--- config.mk ---
export PLATFORM = sky130hd
export DESIGN_NAME = c8_ram
export DESIGN_NICKNAME = d
export VERILOG_FILES = /design/src/c8_ram.sv
export SDC_FILE = /design/constraint.sdc
export NUM_CORES = 1
export LEC_CHECK = 0
export BUFFER_PORTS_ARGS = -buffer_cell sky130_fd_sc_hd__buf_2
export CAP_MARGIN = 25
export CORE_MARGIN = 2
export CORE_UTILIZATION = 43
export DETAILED_ROUTE_END_ITERATION = 8
export PLACE_DENSITY = 0.6
export SYNTH_ARGS = -nofsm -noshare
export SYNTH_HDL_FRONTEND = slang
export SYNTH_SLANG_ARGS = --single-unit
--- constraint.sdc ---
create_clock -name clk -period 2.4 [get_ports clk]
set_input_delay 0.48 -clock clk [delete_from_list [all_inputs] [get_ports clk]]
set_output_delay 0.48 -clock clk [all_outputs]
set_load 0.005 [all_outputs]
--- src/c8_ram.sv ---
// generic single-write, single-read synchronous ram
module c8_ram #(
	parameter int WIDTH = 8,
	parameter int DEPTH = 16
) (
	input  logic                     clk,
	input  logic                     we,
	input  logic [$clog2(DEPTH)-1:0] waddr,
	input  logic [WIDTH-1:0]         wdata,
	input  logic [$clog2(DEPTH)-1:0] raddr,
	output logic [WIDTH-1:0]         rdata
);
	logic [WIDTH-1:0] mem [DEPTH];
	logic [WIDTH-1:0] rdata_q;

	always_ff @(posedge clk) begin
		if (we)
			mem[waddr] <= wdata;
		rdata_q <= mem[raddr];
	end

	assign rdata = rdata_q;
endmodule

# Word-level counts from Yosys, hierarchy flattened
# Memory sizes are Yosys's and may differ from the RTL's. A register that Yosys moved wholly into a read port is not among the register bits.
# Cells that the tools add are included.
classes:
  addsub: 0
  multipliers: 0
  div: 0
  order_cmp: 0
  n_eq_ne: 0
  shifts: 0
  mux: 2
  n_bitwise: 0
  n_reduce_logical: 0
ops:
  columns: ["operator", "n"]
  rows:
  - ["$mux 1", 2]
word_totals:
  register_bits: 0
  latch_bits: 0
  ramBits: 128
  romBits: 0
  output_inout_bits: 8
  mem_count: 1
memory_table:
  columns: ["memory", "words", "word_bits", "rd", "rd_clocked_by_memory_dff", "write_ports", "line", "rtl"]
  rows:
  - ["mem", 16, 8, 1, 1, 1, "13", "logic [WIDTH-1:0] mem [DEPTH];"]

# Longest topological paths before layout
# Gate-level depths: netlist of run 1.
logic_depth:
  word_depth: 2
  mapped_depth: 5

# Least setup slack after synthesis of run 1
# Ideal clock, no wire load.
synth_path:
  path_kind: "in2reg"
  from: "input waddr[2]"
  to: "memory mem[0][0], enable pin"
  setup_ps: 383
  arrival_time_ps: 1590
  required_ps: 2017
  path_slack_ps: 427
  stages: 2
  path_cell_list: "or3b_2 nor3_1"
synth_lines:
  columns: ["item", "line", "rtl"]
  rows:
  - ["start, declared", "8", "input logic [$clog2(DEPTH)-1:0] waddr,"]
  - ["end, declared", "13", null]
# No word-level cell before the write port.

==> summary.md, run 1 <==
| Metric | Value |
|---|---|
| First-pass GRT wire length | `14800 µm` |
| Post-synthesis adder-cell area fraction | `0%` |
| RSZ-0062 raised after global routing | `false` |
| Max cap viols | `0` |
| CTS Root Cell | `clkbuf_16` |
| Slew @ Worst Pin | `roughly 0.45 ns` |
| Fin worst setup slack | `0.848 ns` |
| Worst EP arrival | `~1.8 ns` |
| Ant diodes | `0` |
| DPL Wire Length | `a little over 6000 µm` |
| Drt first-iter violations | `140` |
| CTS Hold Buffers Added | `0` |
| Skew-Pair Late Insertion Delay | `around 0.41 ns` |
| Final nets | `303` |
| Vias/cell | `~5.4` |
| Worst hold slack | `0.456 ns` |
| Max_slew headroom | `~70%` |
| Post-Synthesis Cell Area | `5150 µm²` |
| Status | `finished clean` |
| GR Overflow Total | `0` |
| Fin crit period | `1.55 ns` |
| Vias | `2386` |
| Synthesized instance count | `229` |
| Total global-route track usage | `around 17%` |
| #FFs+latches synth | `136` |
| CP Capture Type | `flop` |
| Clk slew on worst S/H paths | `approximately 0.060 ns` |
| Critical Path RT | `2.68 ns` |
| Final Skew | `between 0.01 and 0.015 ns` |
| Clock sinks | `136` |
| Synth warn | `0` |
| Power Density | `about 900 nW/µm²` |
| FMAX | `between 0.6 and 0.7 GHz` |
| Final worst-path cycle share | `64.7%` |
| Die width | `113 µm` |
| CTS tree | `done` |
| H-tree levels | `4` |
| Setup CP Type | `input pin to flop` |
| Die ar. | `12900 µm²` |
| Core Area | `11600 µm²` |
| Peak supply drop | `0.511 mV` |
| Post-CTS setup buffers | `0` |
| Cell area after layout | `6160 µm²` |
| Largest family of logic cells by synthesized area | `multiplexers` |
| Hold Crit Class | `input pin to flop` |
| Largest net degree at the start of global routing | `33` |
| I/O Pins | `26` |
| Max Fanout on Critical Path | `32` |
| Simple-Gate Fraction of Synth Area | `3.18%` |
| Initial core utilization | `44.5%` |
| Synth Area in Compound Gates | `2.33%` |
| Drt drc | `0` |
| Pleak | `0.00212 µW` |
| Final GP Congestion | `0.767` |
| DRT Pass-1 Iters | `4` |
| CTS Buffer Depth | `2` |
| Routed length per instance | `between 20 and 25 µm` |
| Post-route ant nets | `0` |
| Placed Area | `5540 µm²` |
| # resized after CTS | `0` |
| Core Rows | `39` |
| Syn Area/Cell | `22.5 µm²` |
| Mux cell area share after synthesis | `15.0%` |
| Max-slew violations | `0` |
| Vias in the first global route | `2512` |
| Area Overhead vs Synth | `19.7%` |
| Dpl ws | `0.433 ns` |
| Synth unique cells | `19` |
| Sequential share of the synthesized area | `77.8%` |
| Synth Net Count | `247` |
| Post-synthesis xor/xnor area fraction | `0%` |
| Share of cells above drive strength 1 | `32.2%` |
| Final Hold Vio Count | `0` |
| Initial antenna violation count | `0` |
| PortBufs | `25` |
| Post-Route Setup TNS | `0 ns` |
| Final setup fails | `0` |
| Fillers | `between 800 and 900` |
| Critical Path Start Type | `input pin` |
| Die H | `113 µm` |
| Inserted Clock Buffers | `17` |
| Total Routed Length | `9500 µm` |
report_power, final:
group	leakage [µW]	internal [µW]	switching, µW
clock	0.000301	1750	914
combinational	0.000591	107	134
sequential	0.00122	2660	14.3
total	0.00212	4510	1060
sequential cells by signal, indices dropped and copies added, names as in the netlist:
name,cells
rdata,8
mem,128
cell usage in the layout, fill, tap and decap left out:
master / netlist / final
clkinv_1: 0 / 2
dfxtp_1: 8 / 8
clkinvlp_4: 0 / 2
bufinv_16: 0 / 4
and2b_1: 1 / 1
nor2b_1: 1 / 1
mux4_1: 14 / 14
or3b_2: 1 / 1
nand2_1: 9 / 9
nand3b_1: 2 / 2
mux4_2: 18 / 18
edfxtp_1: 128 / 128
nand2b_1: 2 / 2
clkinv_2: 0 / 4
nor2_1: 13 / 13
buf_4: 1 / 21
nor3_1: 4 / 4
clkbuf_8: 0 / 1
a22oi_1: 16 / 16
and2_1: 1 / 1
nand3_1: 1 / 1
clkinv_4: 0 / 2
clkbuf_16: 0 / 17
buf_12: 0 / 1
buf_2: 3 / 25
critical path, stage by stage:
cell and delay, ns:
buf_2 0.10, buf_12 0.24, mux4_1 0.58, a22oi_1 0.30, nand2_1 0.10
per-layer routing:
layer / up-vias / part of all wire [%] / wire [µm] / global-route usage (%)
met3: 7 / 4.4 / 417 / 4.52
met2: 55 / 49 / 4680 / 26.1
met1: 1239 / 45 / 4270 / 21.8
met4: 0 / 1.3 / 124 / 7.32
met5: - / 0 / 0 / 0
li1: 1085 / - / - / -
cell families (layout without fill, tap and decap cells):
group,after synthesis,in the layout
compound gates,16,16
buf+inv,10,79
flops,136,136
mux,32,32
simple gates,35,35
final cells by class:
type / count / area [µm²] / share of cell area (%)
sequential: 136 / 4000 / 65.0
multi-input combinational: 83 / 1060 / 17.2
clock buffer: 18 / 439 / 7.13
timing repair buffer: 47 / 303 / 4.91
clock inverter: 14 / 180 / 2.92
tap: 143 / 179 / 2.90
through the flow:
step / utilization (%) / total power [µW] / std cells
6_report: 53.3 / 5580 / 441
4_1_cts: 53.3 / 5620 / 441
3_5_place_dp: 47.9 / 2970 / 409
2_1_floorplan: - / 2850 / 229
3_3_place_gp: 47.9 / 2960 / 409
5_1_grt: 53.3 / 5750 / 441
synthesized netlist by cell type:
master / number / area (µm²)
dfxtp_1: 8 / 160
nand3_1: 1 / 5.00
nor2_1: 13 / 48.8
edfxtp_1: 128 / 3840
nand2b_1: 2 / 12.5
or3b_2: 1 / 8.76
buf_4: 1 / 7.51
clkdlybuf4s25_2: 3 / 30.0
nor2b_1: 1 / 6.26
mux4_2: 18 / 405
nor3_1: 4 / 20.0
nand2_1: 9 / 33.8
and2b_1: 1 / 7.51
and2_1: 1 / 6.26
buf_2: 3 / 15.0
mux4_1: 14 / 368
nand3b_1: 2 / 15.0
a22oi_1: 16 / 120
buf_6: 3 / 33.8
final timing paths:
kind                   start   endpoint  slack, ns  depth (start not counted)
setup / recovery    raddr[0]   rdata[5]       0.85                          5
hold / removal      wdata[3]  mem[1][3]       0.46                          1
setup reg to reg   mem[1][5]   rdata[5]       1.02                          3
hold reg to reg   mem[15][2]   rdata[2]       0.66                          3
No activity file was read; power rests on OpenSTA's default activity.
==> inputs of run 2 (changes only) <==
- ABC_AREA: not set -> 1
- PLACE_DENSITY: 0.6 -> 0.62
- clock period: 2.4 -> 1.35 ns (I/O delays scaled with it)
==> run 2 against run 1 <==
  * First-iteration DRC count grew 62%
  * Combinational power grew to 2.5 times the previous value
  * Cell area grew 11%
  * Die area grew 12%
  * Clock skew shrank 0.0051 ns
  * Utilization shrank 1.5 points
  * Global-route usage grew 3.2 points
  * Synthesized cell count grew 140%
  * Area after synthesis grew 12%
  * Highest routed layer unchanged
==> summary.md, run 2 <==
| Metric | Value |
|---|---|
| Status | `finished clean` |
| Synth Net Count | `569 (+130%)` |
| Buf/Inv on CP | `1 (-1)` |
| #FFs+latches synth | `136 (unchanged)` |
| Most flops, register | `mem` |
| Final Hold Vio Count | `0 (unchanged)` |
| Total global-route track usage | `19.7% (+3.2 points)` |
| Met1 usage | `23.8% (+2.0 points)` |
| Max FFs per register | `128 (unchanged)` |
| Clock power share | `46.5% (-1.3 points)` |
| Placed cells | `756 (+85%)` |
| Max incr delay on CP | `0.35 ns (-0.23 ns)` |
| FF-to-FF setup slack | `0.34 ns (-0.68 ns)` |
| Max_slew headroom | `70.2% (+0.12 points)` |
| FMAX | `between 0.8 and 0.9 GHz` |
| Synth cell count leaders | `nand2_1, edfxtp_1, inv_1` |
| GR Overflow Total | `0 (unchanged)` |
| Share of cells above drive strength 1 | `14.2% (-18 points)` |
| Pint | `7830 µW (+73%)` |
| Critical Path Start Type | `flop` |
| Sw power | `2190 µW (+110%)` |
| Max cap viols | `0 (unchanged)` |
| Number of flops mapped to enable cells by yosys | `128 (unchanged)` |
| Pleak | `0.00298 µW (+41%)` |
| Overall Power | `10000 µW (+80%)` |
| Worst hold slack | `0.229 ns (-0.226 ns)` |
| Final GP Congestion | `0.906 (+18%)` |
| Syn Area/Cell | `10.5 µm² (-53%)` |
| Post-CTS setup buffers | `0 (unchanged)` |
| Post-route ant nets | `0 (unchanged)` |
| Post-Route Setup TNS | `0 ns (unchanged)` |
| Peak supply drop | `0.719 mV (+41%)` |
| Initial antenna violation count | `0 (unchanged)` |
| Core Area | `13200 µm² (+14%)` |
| CTS Root Cell | `clkbuf_16` |
| Drt first-iter violations | `227 (+62%)` |
| Cell family with the largest share of critical-path delay | `flip-flops` |
| Die ar. | `14400 µm² (+12%)` |
| Inserted Clock Buffers | `17 (unchanged)` |
| CTS tree | `done` |
| DPL Wire Length | `8490 µm (+37%)` |
| Final worst-path cycle share | `between 80 and 90%` |
| Setup CP Type | `flop to output port` |
| Max Fanout on Critical Path | `1 (-97%)` |
| Yosys top cell by area | `edfxtp_1` |
| Area Overhead vs Synth | `18.5%` |
| Fin worst setup slack | `0.180 ns (-0.669 ns)` |
| Synth top area share | `66.7% (-8.0 points)` |
| Ant diodes | `0 (unchanged)` |
| Hold wc startpoint | `raddr[3]` |
| DRT Pass-1 Iters | `4 (unchanged)` |
| Vias/cell | `4.88 (-9.8%)` |
| Final Skew | `0.00860 ns (-0.00506 ns)` |
| # resized after CTS | `0 (unchanged)` |
| Worst R2R End | `rdata[0]` |
| Crit path launch | `rdata[6]` |
| Clock sinks | `136 (unchanged)` |
| GRT met3 Usage | `3.80% (-0.71 points)` |
| Clk slew on worst S/H paths | `0.06 ns (about the same)` |
| I/O Pins | `26 (unchanged)` |
| Seq pwr share | `47.4% (-0.5 points)` |
| Sequential share of the synthesized area | `69.4% (-8.4 points)` |
| H-tree levels | `4 (unchanged)` |
| CP Capture Type | `output port` |
| CP max-delay cell | `dfxtp_1` |
| Hold Crit Class | `input pin to flop` |
| Synthesized instance count | `551 (+140%)` |
| Most used DFF post-synth | `edfxtp_1` |
| Final setup fails | `0 (unchanged)` |
| Max-slew violations | `0 (unchanged)` |
| Drt drc | `0 (unchanged)` |
| PortBufs | `25 (unchanged)` |
| Power Density | `1470 nW/µm² (+62%)` |
| Worst EP arrival | `0.90 ns (-0.93 ns)` |
| Met2 usage | `34.6% (+8.5 points)` |
| Die H | `120 µm (+5.6%)` |
| Final nets | `617 (+100%)` |
| R2R cell count | `6 (+3)` |
| CTS Buffer Depth | `2 (unchanged)` |
| Critical Path RT | `1.08 ns (-1.60 ns)` |
| Fin crit period | `about 1.2 ns` |
| Dpl ws | `-0.0512 ns (-0.484 ns)` |
| CP Depth | `1 (-4)` |
| Synth warn | `0 (unchanged)` |
| RSZ-0062 raised after global routing | `false` |
| Synth area leaders | `edfxtp_1, nand2_1, nand3_1, inv_1, dfxtp_1` |
| Total Routed Length | `13100 µm (+37%)` |
| Slew @ Worst Pin | `0.448 ns (-0.000157 ns)` |
| Core Rows | `42 (+7.7%)` |
| Skew-Pair Late Insertion Delay | `0.42 ns (about the same)` |
| Combinational share of power | `6.1% (+1.8 points)` |
| GRT busiest layer | `met2` |
| Vias in the first global route | `3823 (+52%)` |
| Switching share of power | `21.9% (+2.8 points)` |
| Die width | `120 µm (+5.6%)` |
| First-pass GRT wire length | `20600 µm (+39%)` |
| Crit-path cells | `buf_2` |
| Cell with the most instances after synthesis | `nand2_1` |
| Most frequent cells in the layout | `nand2_1, edfxtp_1, inv_1, nand3_1, buf_2` |
| Synth async-reset ratio | `0% (unchanged)` |
| Largest net degree at the start of global routing | `33 (unchanged)` |
| Synth unique cells | `12 (-7)` |
| Routed length per instance | `16.6 µm (-23%)` |
| Post-Layout Cell Count | `788 (+79%)` |
| Vias | `3847 (+61%)` |
| Reg-to-reg startpoint | `mem[1][0]` |
| Commonest non-fill, non-tap cell in the layout | `nand2_1` |
| Post-Synthesis Cell Area | `5770 µm² (+12%)` |
| CP Capture Point | `rdata[6]` |
| CTS Hold Buffers Added | `0 (unchanged)` |
| Initial core utilization | `43.7% (-0.79 points)` |
run 2: changes by cell type after synthesis, sizes merged, moves of 2 or more:
cell / previous run / this run
nand2: 9 / 173
inv: 0 / 102
nand3: 1 / 97
mux4: 32 / 0
buf: 7 / 24
a22oi: 16 / 0
nor2: 13 / 17
nor3: 4 / 0
clkdlybuf4s25: 3 / 0
nand2b: 2 / 0
run 2: stage by stage:
| stage | utilization, % | cell area (µm²) |
|---|---|---|
| 2_1_floorplan | - | 5770 |
| 3_3_place_gp | 47.2 | 6230 |
| 3_5_place_dp | 47.2 | 6230 |
| 4_1_cts | 51.8 | 6830 |
| 5_1_grt | 51.8 | 6830 |
| 6_report | 51.8 | 6830 |
run 2: metal layers:
metal / vias to the layer above / share of wire (%)
met4: 0 / 2.2
met1: 1874 / 41
met5: - / 0
li1: 1873 / -
met2: 83 / 53
met3: 17 / 3.8
run 2: cell type report:
cell class | count | area [µm²]
multi-input cells | 289 | 1210
clock inverters | 15 | 178
inverters | 102 | 383
well taps | 176 | 220
repair buffers | 53 | 410
fillers | 1197 | 6360
clock buffers | 17 | 425
flip-flops and latches | 136 | 4000
run 2: cell families after synthesis:
logic type | Yosys count | synth area share [%]
buffers and inverters | 126 | 9.52
DFF | 136 | 69.4
and+or+nand+nor | 289 | 21.0
run 2: worst min path at each step:
stage / to / slack [ns] / cells past startpoint
after CTS: rdata[6] / 0.21 / 3
after global placement: rdata[4] / 0.66 / 1
after global routing: rdata[6] / 0.22 / 3
final: rdata[6] / 0.23 / 3
after detailed placement: rdata[4] / 0.65 / 1
after floorplan: mem[0][0] / 0.37 / 0
run 2: power by group through the flow:
| stage | clock network (µW) | logic, µW | registers (µW) |
|---|---|---|---|
| final | 4660 | 610 | 4750 |
| after detailed placement | 0 | 615 | 4840 |
| after CTS | 4740 | 617 | 4750 |
| after global placement | 0 | 604 | 4840 |
| after global routing | 4960 | 678 | 4760 |
| after floorplan | 0 | 333 | 4830 |
